$ cat src/hdl/llhc_pkg.sv
// Shared types and constants of the line length histogram classifier.
`timescale 1ns / 1ps

package llhc_pkg;

   localparam int NUM_BINS  = 4096;
   localparam int BIN_W     = $clog2(NUM_BINS);
   localparam int LEN_W     = BIN_W + 1;
   localparam int LIM_W     = 12;
   localparam int CMP_W     = (BIN_W > LIM_W) ? BIN_W : LIM_W;
   localparam int IDX_W     = 12;
   localparam int CNT_W     = 32;
   localparam int SUM_W     = 48;
   localparam int CSR_IDX_W = 1;

   localparam logic [7:0] CHAR_LF = 8'd10;
   localparam logic [7:0] CHAR_CR = 8'd13;

   localparam logic [LIM_W-1:0] SHORT_LIMIT_RESET = LIM_W'(60);
   localparam logic [LIM_W-1:0] LONG_LIMIT_RESET  = LIM_W'(90);

   // Thresholds of the text classification.
   localparam logic [CNT_W-1:0] LONG_MIN      = CNT_W'(10);
   localparam logic [CNT_W-1:0] FEW_LONG_A    = CNT_W'(5);
   localparam logic [CNT_W-1:0] MANY_NORMAL_A = CNT_W'(50);
   localparam logic [CNT_W-1:0] FEW_LONG_B    = CNT_W'(10);
   localparam logic [CNT_W-1:0] MANY_NORMAL_B = CNT_W'(200);
   localparam logic [CNT_W-1:0] FEW_LONG_C    = CNT_W'(20);
   localparam logic [CNT_W-1:0] MANY_NORMAL_C = CNT_W'(500);

   typedef enum logic [1:0] {
      REQ_DATA  = 2'd0,
      REQ_EOF   = 2'd1,
      REQ_READ  = 2'd2,
      REQ_CLEAR = 2'd3
   } req_kind_type;

   typedef enum logic [CSR_IDX_W-1:0] {
      CSR_SHORT_LIMIT = 1'd0,
      CSR_LONG_LIMIT  = 1'd1
   } csr_index_type;

   typedef enum logic {
      KIND_SUMMARY = 1'b0,
      KIND_BIN     = 1'b1
   } result_kind_type;

   typedef enum logic [2:0] {
      CLASS_EMPTY     = 3'd0,
      CLASS_SHORT     = 3'd1,
      CLASS_NORMAL    = 3'd2,
      CLASS_LONG      = 3'd3,
      CLASS_UNDEFINED = 3'd4
   } text_class_type;

   typedef enum logic [2:0] {
      ST_CLEAR,
      ST_IDLE,
      ST_UPDATE,
      ST_READOUT,
      ST_REPORT
   } state_type;

   // Events from the control into the statistics unit.
   typedef struct packed {
      logic             clear;
      logic             byte_seen;
      logic             close;
      logic [LEN_W-1:0] length;
   } stats_event_type;

   typedef struct packed {
      text_class_type   text_class;
      logic [BIN_W-1:0] longest_line;
      logic [CNT_W-1:0] lines_total;
      logic [CNT_W-1:0] bytes_total;
      logic [SUM_W-1:0] length_sum;
      logic [CNT_W-1:0] overlong_lines;
      logic [CNT_W-1:0] short_lines;
      logic [CNT_W-1:0] medium_lines;
      logic [CNT_W-1:0] long_lines;
   } summary_type;

   function automatic logic [LEN_W-1:0] sat_inc(input logic [LEN_W-1:0] value);
      logic [LEN_W-1:0] result;
      result = value;
      if (value < LEN_W'(NUM_BINS)) begin
         result = value + LEN_W'(1);
      end
      return result;
   endfunction

endpackage

$ cat src/hdl/llhc_line_stats.sv
// Line statistics counters, band sorting and text classification.
`timescale 1ns / 1ps

module llhc_line_stats (
   input  logic                           clock,
   input  logic                           reset,
   input  llhc_pkg::stats_event_type      stats_event,
   input  logic [llhc_pkg::LIM_W-1:0]     short_limit,
   input  logic [llhc_pkg::LIM_W-1:0]     long_limit,
   output logic [llhc_pkg::BIN_W-1:0]     bin_addr,
   output llhc_pkg::summary_type          summary
);

   logic [llhc_pkg::BIN_W-1:0] max_seen_ff,  max_seen_in;
   logic [llhc_pkg::CNT_W-1:0] lines_ff,     lines_in;
   logic [llhc_pkg::CNT_W-1:0] bytes_ff,     bytes_in;
   logic [llhc_pkg::SUM_W-1:0] sum_ff,       sum_in;
   logic [llhc_pkg::CNT_W-1:0] overlong_ff,  overlong_in;
   logic [llhc_pkg::CNT_W-1:0] short_ff,     short_in;
   logic [llhc_pkg::CNT_W-1:0] medium_ff,    medium_in;
   logic [llhc_pkg::CNT_W-1:0] long_ff,      long_in;

   logic                       overlong;
   logic [llhc_pkg::BIN_W-1:0] clamped;
   logic [llhc_pkg::CMP_W-1:0] clamped_cmp;
   llhc_pkg::text_class_type   text_class;

   // A length of NUM_BINS sets the top bit of the length and lands in the top bin.
   assign overlong    = stats_event.length[llhc_pkg::BIN_W];
   assign clamped     = overlong ? llhc_pkg::BIN_W'(llhc_pkg::NUM_BINS - 1)
                                 : stats_event.length[llhc_pkg::BIN_W-1:0];
   assign clamped_cmp = llhc_pkg::CMP_W'(clamped);
   assign bin_addr    = clamped;

   always_comb begin
      max_seen_in = max_seen_ff;
      lines_in    = lines_ff;
      bytes_in    = bytes_ff;
      sum_in      = sum_ff;
      overlong_in = overlong_ff;
      short_in    = short_ff;
      medium_in   = medium_ff;
      long_in     = long_ff;
      if (stats_event.byte_seen) begin
         bytes_in = bytes_ff + llhc_pkg::CNT_W'(1);
      end
      if (stats_event.close) begin
         lines_in = lines_ff + llhc_pkg::CNT_W'(1);
         sum_in   = sum_ff + llhc_pkg::SUM_W'(clamped);
         if (overlong) begin
            overlong_in = overlong_ff + llhc_pkg::CNT_W'(1);
         end
         if (clamped > max_seen_ff) begin
            max_seen_in = clamped;
         end
         priority if (clamped_cmp < llhc_pkg::CMP_W'(short_limit)) begin
            short_in = short_ff + llhc_pkg::CNT_W'(1);
         end else if (clamped_cmp >= llhc_pkg::CMP_W'(long_limit)) begin
            long_in = long_ff + llhc_pkg::CNT_W'(1);
         end else begin
            medium_in = medium_ff + llhc_pkg::CNT_W'(1);
         end
      end
   end

   always_ff @(posedge clock) begin
      if (reset || stats_event.clear) begin
         max_seen_ff <= '0;
         lines_ff    <= '0;
         bytes_ff    <= '0;
         sum_ff      <= '0;
         overlong_ff <= '0;
         short_ff    <= '0;
         medium_ff   <= '0;
         long_ff     <= '0;
      end else begin
         max_seen_ff <= max_seen_in;
         lines_ff    <= lines_in;
         bytes_ff    <= bytes_in;
         sum_ff      <= sum_in;
         overlong_ff <= overlong_in;
         short_ff    <= short_in;
         medium_ff   <= medium_in;
         long_ff     <= long_in;
      end
   end

   // The long-line test compares against twice the medium count, so one extra bit.
   always_comb begin
      priority if ((medium_ff == '0) && (long_ff == '0)) begin
         text_class = (short_ff != '0) ? llhc_pkg::CLASS_SHORT : llhc_pkg::CLASS_EMPTY;
      end else if (long_ff == '0) begin
         text_class = llhc_pkg::CLASS_NORMAL;
      end else if ((long_ff >= llhc_pkg::LONG_MIN) &&
                   ({1'b0, long_ff} >= {medium_ff, 1'b0})) begin
         text_class = llhc_pkg::CLASS_LONG;
      end else if (((long_ff <= llhc_pkg::FEW_LONG_A) && (medium_ff >= llhc_pkg::MANY_NORMAL_A)) ||
                   ((long_ff <= llhc_pkg::FEW_LONG_B) && (medium_ff >= llhc_pkg::MANY_NORMAL_B)) ||
                   ((long_ff <= llhc_pkg::FEW_LONG_C) && (medium_ff >= llhc_pkg::MANY_NORMAL_C)))
      begin
         text_class = llhc_pkg::CLASS_NORMAL;
      end else begin
         text_class = llhc_pkg::CLASS_UNDEFINED;
      end
   end

   assign summary.text_class     = text_class;
   assign summary.longest_line   = max_seen_ff;
   assign summary.lines_total    = lines_ff;
   assign summary.bytes_total    = bytes_ff;
   assign summary.length_sum     = sum_ff;
   assign summary.overlong_lines = overlong_ff;
   assign summary.short_lines    = short_ff;
   assign summary.medium_lines   = medium_ff;
   assign summary.long_lines     = long_ff;

endmodule

$ cat config.mk
export PLATFORM = sky130hd
export DESIGN_NAME = llhc_line_stats
export DESIGN_NICKNAME = d
export VERILOG_FILES = /design/src/hdl/llhc_pkg.sv /design/src/hdl/llhc_line_stats.sv
export SDC_FILE = /design/constraint.sdc
export NUM_CORES = 1
export LEC_CHECK = 0
export BUFFER_PORTS_ARGS = -buffer_cell sky130_fd_sc_hd__buf_4
export CORE_MARGIN = 2
export CORE_UTILIZATION = 50
export DETAILED_ROUTE_END_ITERATION = 7
export MAX_ROUTING_LAYER = met4
export PLACE_DENSITY = 0.77
export RECOVER_POWER = 25
export SLEW_MARGIN = 0
export SYNTH_ARGS = -nofsm -noshare
export SYNTH_HDL_FRONTEND = slang
export SYNTH_SLANG_ARGS = --single-unit
$ cat constraint.sdc
create_clock -name clock -period 3.4 [get_ports clock]
set_input_delay 0.68 -clock clock [delete_from_list [all_inputs] [get_ports clock]]
set_output_delay 0.68 -clock clock [all_outputs]
set_load 0.02 [all_outputs]
==> results of run 1 <==
-- area by class of cell --
class	instances	area, um2
Timing Repair Buffer	382	2810
Tap cell	341	427
Clock inverter	17	208
Clock buffer	36	792
Sequential cell	252	5090
Inverter	103	387
Fill cell	2284	9080
Multi-Input combinational cell	1267	8170
-- through the flow --
stage          worst slack (ns)  instances   TNS, ns
2_1_floorplan           -0.0158       1679   -0.0478
3_3_place_gp             -0.119       2344     -1.04
3_5_place_dp             -0.168       2344     -2.39
4_1_cts                -0.00658       2397  -0.00658
5_1_grt                 -0.0687       2398   -0.0687
6_report                 0.0242       2398         0
-- critical path, stage by stage, from the launching register on --
cell and delay (ns):
dfxtp_1 0.43, inv_1 0.10, ha_1 0.30, nor2_1 0.05, nor3_2 0.20, o32ai_2 0.14, nor4_2 0.32, a21oi_2 0.11
and3_4 0.21, nor2b_1 0.14, buf_4 0.16
-- cell families (layout without fill, tap and decap cells) --
group,after synthesis,in the layout,share of synthesized area
DFF,252,252,0.367
xor gates and xnor gates,149,149,0.0950
AOI/OAI and AO/OA,266,266,0.118
buffers and inverters,160,538,0.0441
adders and majority gates,91,91,0.0834
muxes,22,22,0.0162
and+or+nand+nor,739,739,0.276
-- layout by cell type, fill, tap and decap left out, drive strengths merged, types with 10 or more instances in the layout --
cell type / count
nor2: 221
clkbuf: 67
a21o: 15
inv: 104
dfxtp: 252
o31ai: 16
or2: 17
nand2: 115
mux2i: 20
o21a: 13
nor3: 38
a211oi: 10
a21oi: 99
o21ai: 71
nor4: 52
buf: 351
xnor2: 69
xor2: 80
or4: 24
and3: 43
or3: 47
ha: 90
and4: 16
nand4: 59
nand3: 83
-- routing by layer --
layer	wire, um	share of wire	vias to the layer above
met1	17500	0.42	6558
met2	19700	0.47	484
li1	-	-	6669
met5	0	0	-
met3	3350	0.080	90
met4	1270	0.030	0
-- sequential cells by signal (all words and copies together) (netlist names) --
signal	cells
sum_ff	48
bytes_ff	32
lines_ff	32
long_ff	32
medium_ff	32
overlong_ff	32
short_ff	32
max_seen_ff	12
-- cells in the mapped netlist, types with 4 or more instances --
| cell type | number |
|---|---|
| xor2_1 | 80 |
| or4_1 | 23 |
| nand3_1 | 83 |
| nand4_1 | 57 |
| and2_1 | 6 |
| o31ai_1 | 16 |
| nor3_1 | 37 |
| nand2b_1 | 5 |
| clkbuf_1 | 49 |
| o211ai_1 | 6 |
| a31oi_1 | 6 |
| a211oi_1 | 10 |
| xnor2_1 | 69 |
| a21oi_1 | 99 |
| o21a_1 | 13 |
| nor2_1 | 221 |
| and4_1 | 14 |
| nor2b_1 | 7 |
| nor4_1 | 49 |
| and3_1 | 43 |
| o21ai_0 | 68 |
| a21o_1 | 15 |
| dfxtp_1 | 252 |
| inv_1 | 103 |
| nand2_1 | 115 |
| ha_1 | 90 |
| buf_1 | 4 |
| or3_1 | 47 |
| or2_2 | 16 |
| mux2i_1 | 20 |
-- path summary, 6_finish.rpt --
path	startpoint	endpoint
max	medium_ff[30]	summary[253]
min	stats_event[14]	bytes_ff[1]
max reg2reg	long_ff[4]	long_ff[31]
min reg2reg	bytes_ff[31]	bytes_ff[31]
-- timing repair --
action,CTS,global route
buffers inserted,0,1
pin swaps,0,5
gates resized for setup,17,28
hold endpoints to repair,0,0
setup endpoints to repair,3,3
hold buffers,0,0
-- power by group --
part / total, uW / internal, uW / leakage, uW / switching, uW
clock network: 3270 / 1960 / 0.000475 / 1310
logic: 605 / 256 / 0.00463 / 350
registers: 2990 / 2970 / 0.00205 / 20.8
total: 6860 / 5180 / 0.00715 / 1680
==> impl_metrics.toml, run 1 <==
[die]
die_w_um = 170
die_h_um = 170
core-area_um2 = 27000
dieArea_um2 = 28800
row_count = 60
pin_count = 309
initial_core_util = 0.510

[global_route]
grt_util_met2 = 0.468
grt_pass1_wl_um = 65900
gr-total-overflow = 0
grtUsageMet3 = 0.0574
use_met1 = 0.355
antenna_found_initial = 0
track_usage = 0.285
grt_pass1_vias = 12900
grt_max_degree = 65
busiest_layer = "met2"

[yosys]
avgSynthCellArea_um2 = 8.18
synth_seq_cells = 252
synth_ff_type = "dfxtp_1"
yosysSeqAreaShare = 0.367
yosys_warnings = 0
synthDistinctLibCells = 66
syn_area_um2 = 13700
synth_edf_count = 0
async_flop_share = 0
netlist_instances = 1679
synthTopCellsByArea = "dfxtp_1, ha_1, nor2_1"
yosys.area.top_type = "dfxtp_1"
synth_nets = 1812
synth_top_area_frac = 0.367

[drt]
dr.pass1.iters = 5
drtIter0Drc = 1090
routed_wirelength_um = 41800
drcViolationCount = 0
viasPerCell = 5.76
dr_total_vias = 13800
post_drt_wl_per_cell_um = 17.4
ant_nets = 0

[hold_path]
hold_path_class = "in -> reg"
whs_path_depth = 3

[final_layout]
area_delta_synth_final_pct = 30.1
n_antenna_cell = 0
drive_gt1_frac = 0.228
finalInstanceArea_um2 = 17900
final_core_util = 0.663
nNetsFinal = 2168

[clock_network]
cts_tree = "built"
clkTransAtPathRegs_ns = 0.06
insertion_delay_ns = 0.54
cts.htree.levels = 1
cts_sinks = 252
cts_buffer_depth = 3
cts_buffers = 29
cts-root-buf = "clkbuf_16"

[sta]
period_share = 0.993
worst_pin_slew_ns = 1.75
setup_violations = 0
hold_slack_ns = 0.446
relSlewSlack = -0.164
slew_viol_final = 40
hold_viol = 0
period_needed_ns = 3.38
rsz0062_at_grt = "yes"
clock_skew_ns = 0.0133
fmax_ghz = 0.296

[place]
dp_hpwl_um = 30900
gp_congestion = 0.938
placed_area_um2 = 16900
io_buffers = 308

[critical_path]
cp_data_arrival_time_ns = 2.70
cp.required_ns = 2.72
r2r_cells = 8
reg2reg_slack_ns = 0.65
endpoint_kind = "output pin"
critPathKind = "reg -> out"
start_kind = "flip-flop"
cp_max_fo = 5

[power_and_ir_drop]
power_density_nw_per_um2 = 384
vdd_drop_max_v = 0.000422
p_leak_uw = 0.00715
p_total_uw = 6860

[flow_run]
maxCapViolCount = 1

[run_status]
violations = "max-capacitance violations, max-slew violations"
status = "finished with violations"
(Power assumes the default switching activity.)
==> inputs of run 2 (changes only) <==
--- a/config.mk
+++ b/config.mk
@@ -10,7 +10,7 @@
 export CORE_UTILIZATION = 50
 export DETAILED_ROUTE_END_ITERATION = 7
 export MAX_ROUTING_LAYER = met4
-export PLACE_DENSITY = 0.77
+export PLACE_DENSITY = 0.74
 export RECOVER_POWER = 25
 export SLEW_MARGIN = 0
 export SYNTH_ARGS = -nofsm -noshare
==> constraint.sdc (replaced) <==
create_clock -name clock -period 3.7 [get_ports clock]
set_input_delay 0.74 -clock clock [delete_from_list [all_inputs] [get_ports clock]]
set_output_delay 0.74 -clock clock [all_outputs]
set_load 0.02 [all_outputs]
==> impl_metrics.toml, run 2 (synthesized netlist as in run 1, its figures left out) <==
[clock_network]
cts-root-buf = "clkbuf_16"
cts_sinks = 252
cts_buffers = 28
cts.htree.levels = 1
cts_buffer_depth = 3
cts_tree = "built"
insertion_delay_ns = 0.55
clkTransAtPathRegs_ns = 0.06
hold_buffers = 0

[critical_path]
reg2reg_slack_ns = 0.88
r2r_cells = 11
max_stage_delay_ns = 0.53
cp.required_ns = 2.96
cp_max_fo = 10
critPathKind = "reg -> out"
start_kind = "flip-flop"
endpoint_kind = "output pin"
reg2reg_to = "sum_ff[38]"
cp_data_arrival_time_ns = 2.80
regToRegStartpoint = "sum_ff[0]"
crit_chain = "ha_1, a21o_1, a2111oi_2, o21ai_1, a21oi_2, and3_1, nor2b_1, buf_4"
critical_path.slowest_cell = "dfxtp_1"

[die]
initial_core_util = 0.510
pin_count = 309
die_w_um = 170
row_count = 60
core-area_um2 = 27000
die_h_um = 170
dieArea_um2 = 28800

[sta]
hold_viol = 0
period_needed_ns = 3.54
worst_pin_slew_ns = 2.66
slew_viol_final = 65
setup_ws_ns = 0.159
relSlewSlack = -0.775
period_share = 0.957
clock_skew_ns = 0.00861
rsz0062_at_grt = "no"
fmax_ghz = 0.282
setup_violations = 0

[drt]
dr_total_vias = 13500
routed_wirelength_um = 41200
drtIter0Drc = 1020
post_drt_wl_per_cell_um = 17.4
ant_nets = 0
drcViolationCount = 0
viasPerCell = 5.71
dr.pass1.iters = 5

[power_and_ir_drop]
pwr-share-clk = 0.466
internal-power_uw = 4670
vdd_drop_max_v = 0.000319
power_density_nw_per_um2 = 354
pwr-share-comb = 0.086
seqPwrFrac = 0.448
netSwitchingFraction = 0.239
p_leak_uw = 0.00674
p_switching_uw = 1470

[hold_path]
holdCritStartpoint = "bytes_ff[31]"
whs_path_depth = 2
holdPathEnd = "bytes_ff[31]"
hold_path_class = "reg -> reg"

[global_route]
track_usage = 0.282
grt_pass1_wl_um = 65000
gr-total-overflow = 0
antenna_found_initial = 0
grt_max_degree = 89
grt_pass1_vias = 12800

[final_layout]
finalInstanceArea_um2 = 17300
regMostFlops = "sum_ff"
layout_common_cells = "buf_4, dfxtp_1, nor2_1"
n_antenna_cell = 0
area_delta_synth_final_pct = 26.2
largest_reg_flops = 48
drive_gt1_frac = 0.174
nNetsFinal = 2146
layout_commonest_cell = "buf_4"

[place]
dp_hpwl_um = 30500
placed_area_um2 = 16700
preCtsSetupSlack_ns = -0.0692
io_buffers = 308
gp_congestion = 0.923

[run_status]
status = "finished with violations"
violations = "max-capacitance violations, max-slew violations"

[flow_run]
maxCapViolCount = 1
[run 2: power groups by stage]
stage | registers, uW | logic (uW) | clock network [uW]
after CTS | 2750 | 535 | 2910
final | 2750 | 526 | 2860
after floorplan | 2830 | 304 | 0
after global routing | 2750 | 577 | 3010
after global placement | 2810 | 524 | 0
after detailed placement | 2810 | 532 | 0
[run 2: critical path, delay by kind of cell (launching register included)]
family / cells / cell delay [ns]
buffers and inverters: 1 / 0.15
adders and majority gates: 1 / 0.31
AOI/OAI and AO/OA: 4 / 0.95
DFF: 1 / 0.53
and+or+nand+nor: 2 / 0.31
[run 2: final cells by class]
class,count,area (um2)
clock buffers,40,816
repair buffers,361,2400
flip-flops and latches,252,5050
multi-input cells,1267,8120
clock inverters,7,128
fillers,2393,9620
inverters,103,387
well taps,341,427
[run 2: routing by layer]
layer | vias up | share of wire | GRT usage
met5 | - | 0 | -
met4 | 0 | 0.037 | 0.0955
met3 | 106 | 0.077 | 0.0651
met2 | 479 | 0.45 | 0.447
met1 | 6332 | 0.43 | 0.355
li1 | 6629 | - | -
[run 2: per-stage QoR]
| stage | util | hold slack [ns] | std cells | TNS, ns | total power [uW] |
|---|---|---|---|---|---|
| finish | 0.643 | 0.490 | 2371 | 0 | 6140 |
| floorplan | - | 0.554 | 1679 | 0 | 3130 |
| detailed placement | 0.620 | 0.480 | 2324 | -0.115 | 3340 |
| global route | 0.643 | 0.505 | 2371 | 0 | 6340 |
| global placement | 0.620 | 0.470 | 2324 | -0.0389 | 3340 |
| CTS | 0.655 | 0.470 | 2371 | 0 | 6200 |
[run 2: worst max-delay path by stage]
stage / start / endpoint / slack, ns
6_report: long_ff[3] / summary[253] / 0.16
5_1_grt: medium_ff[6] / summary[253] / 0.02
2_1_floorplan: stats_event[12] / sum_ff[32] / 0.12
4_1_cts: medium_ff[19] / summary[253] / 0.08
3_3_place_gp: stats_event[12] / medium_ff[23] / -0.02
3_5_place_dp: stats_event[12] / medium_ff[29] / -0.07
[run 2: repair_timing]
item	in CTS	in global routing
setup buffers	0	0
resized for setup	5	7
setup endpoints to repair	3	3
pin swaps	0	2
==> inputs of run 3 (changes only) <==
--- a/config.mk
+++ b/config.mk
@@ -6,6 +6,7 @@
 export NUM_CORES = 1
 export LEC_CHECK = 0
 export BUFFER_PORTS_ARGS = -buffer_cell sky130_fd_sc_hd__buf_4
+export CORE_ASPECT_RATIO = 0.75
 export CORE_MARGIN = 2
 export CORE_UTILIZATION = 50
 export DETAILED_ROUTE_END_ITERATION = 7
==> impl_metrics.toml, run 3 (synthesized netlist as in run 1, its figures left out) <==
[run_status]
status = "finished with violations"
violations = "max-capacitance violations, max-slew violations"

[critical_path]
endpoint_kind = "output pin"
critical_path.slowest_cell = "nor4_1"
r2r_cells = 11
cp_data_arrival_time_ns = 2.80
reg2reg_to = "sum_ff[38]"
max_stage_delay_ns = 0.44
crit_buf_inv = 2
critPathKind = "reg -> out"
crit_chain = "buf_4, nor4_1, nand4_1, nor4_1, o211ai_1, nand3_1, and3_1, nor2b_1, buf_4"
startpoint = "medium_ff[9]"
reg2reg_slack_ns = 0.87
regToRegStartpoint = "sum_ff[0]"
cp.required_ns = 2.96
cp_max_fo = 6
cp_top_family = "simple AND/OR/NAND/NOR gates"
start_kind = "flip-flop"

[sta]
slew_viol_final = 74
fmax_ghz = 0.283
clock_skew_ns = 0.0133
rsz0062_at_grt = "no"
setup_violations = 0
hold_viol = 0
relSlewSlack = -0.888
worst_pin_slew_ns = 2.83
period_needed_ns = 3.54
period_share = 0.956

[drt]
dr_total_vias = 13700
post_drt_wl_per_cell_um = 17.1
drtIter0Drc = 787
viasPerCell = 5.72
dr.pass1.iters = 5
routed_wirelength_um = 40900
drcViolationCount = 0
ant_nets = 0

[flow_run]
maxCapViolCount = 1

[clock_network]
insertion_delay_ns = 0.55
cts_buffers = 28
cts_tree = "built"
cts_buffer_depth = 3
clkTransAtPathRegs_ns = 0.06
cts.htree.levels = 1
cts-root-buf = "clkbuf_16"
post-cts-setup-buffer-count = 0
cts_sinks = 252

[power_and_ir_drop]
power_density_nw_per_um2 = 365
p_total_uw = 6400
p_leak_uw = 0.00685
vdd_drop_max_v = 0.000367

[global_route]
track_usage = 0.282
busiest_layer = "met2"
gr-total-overflow = 0
antenna_found_initial = 1
grt_util_met2 = 0.421
use_met1 = 0.387
grt_pass1_wl_um = 65300
grt_pass1_vias = 12400
grt_max_degree = 75
grtUsageMet3 = 0.0598

[final_layout]
nFillCells = 2440
regMostFlops = "sum_ff"
largest_reg_flops = 48
drive_gt1_frac = 0.181
finalInstanceArea_um2 = 17500
layout_common_cells = "buf_4, dfxtp_1, nor2_1"
layout_commonest_cell = "buf_4"
nNetsFinal = 2153
area_delta_synth_final_pct = 27.5

[die]
die_h_um = 148
row_count = 52
die_w_um = 195
dieArea_um2 = 28800
core-area_um2 = 27000
initial_core_util = 0.509
pin_count = 309

[hold_path]
holdPathEnd = "medium_ff[31]"
hold_path_class = "in -> reg"
holdCritStartpoint = "reset"
whs_path_depth = 3

[place]
dp_hpwl_um = 30600
io_buffers = 308
gp_congestion = 0.929
placed_area_um2 = 16800
-- run 3: changes by cell type in the layout (fill, tap and decap cells not counted), sizes merged --
cell    change
buf        +12
clkbuf     -11
clkinv      +6
bufinv      +4
diode       +2
-- run 3: metrics by stage --
stage               setup TNS, ns  cells  utilization  setup WS [ns]  hold slack, ns
CTS                             0   2392        0.660        0.00318           0.487
global placement                0   2341        0.621         0.0271           0.478
detailed placement        -0.0187   2341        0.621        -0.0184           0.489
global route                    0   2393        0.648        0.00218           0.500
finish                          0   2394        0.649          0.164           0.497
floorplan                       0   1679            -          0.124           0.554
-- run 3: tightest hold or removal path, cell delays in order --
cell and delay (ns):
buf_4 0.09, or3_1 0.09, mux2i_1 0.06
-- run 3: report_power, final --
group / internal, uW / switching [uW] / total, uW
logic: 208 / 307 / 515
registers: 2730 / 19.4 / 2750
clock network: 1960 / 1180 / 3130
total: 4900 / 1500 / 6400
-- run 3: how the worst max path moves through the flow --
stage | endpoint | slack [ns] | cells past startpoint
CTS | summary[253] | 0.003 | 9
global placement | medium_ff[23] | 0.03 | 11
finish | summary[253] | 0.16 | 9
floorplan | sum_ff[32] | 0.12 | 14
global route | summary[253] | 0.002 | 10
detailed placement | medium_ff[23] | -0.02 | 11
-- run 3: timing repair --
item / 4_1_cts / 5_1_grt
setup endpoints to repair: 3 / 3
gates resized for setup: 4 / 8
pin swaps: 1 / 2
endpoints found under the hold margin: 0 / 0
hold buffers: 0 / 0
-- run 3: cell type report --
type | count | area (um2) | area share
Multi-Input combinational cell | 1267 | 8100 | 0.462
Sequential cell | 252 | 5050 | 0.289
Timing Repair Buffer | 368 | 2490 | 0.142
Clock buffer | 34 | 763 | 0.0436
Tap cell | 351 | 439 | 0.0251
Inverter | 103 | 387 | 0.0221
Clock inverter | 17 | 282 | 0.0161
Antenna cell | 2 | 5.00 | 0.000286
-- run 3: metal layers --
layer,vias up,part of all wire,wire (um)
met5,-,0,0
met1,6468,0.46,19000
met4,0,0.029,1170
li1,6649,-,-
met3,79,0.080,3280
met2,491,0.43,17500
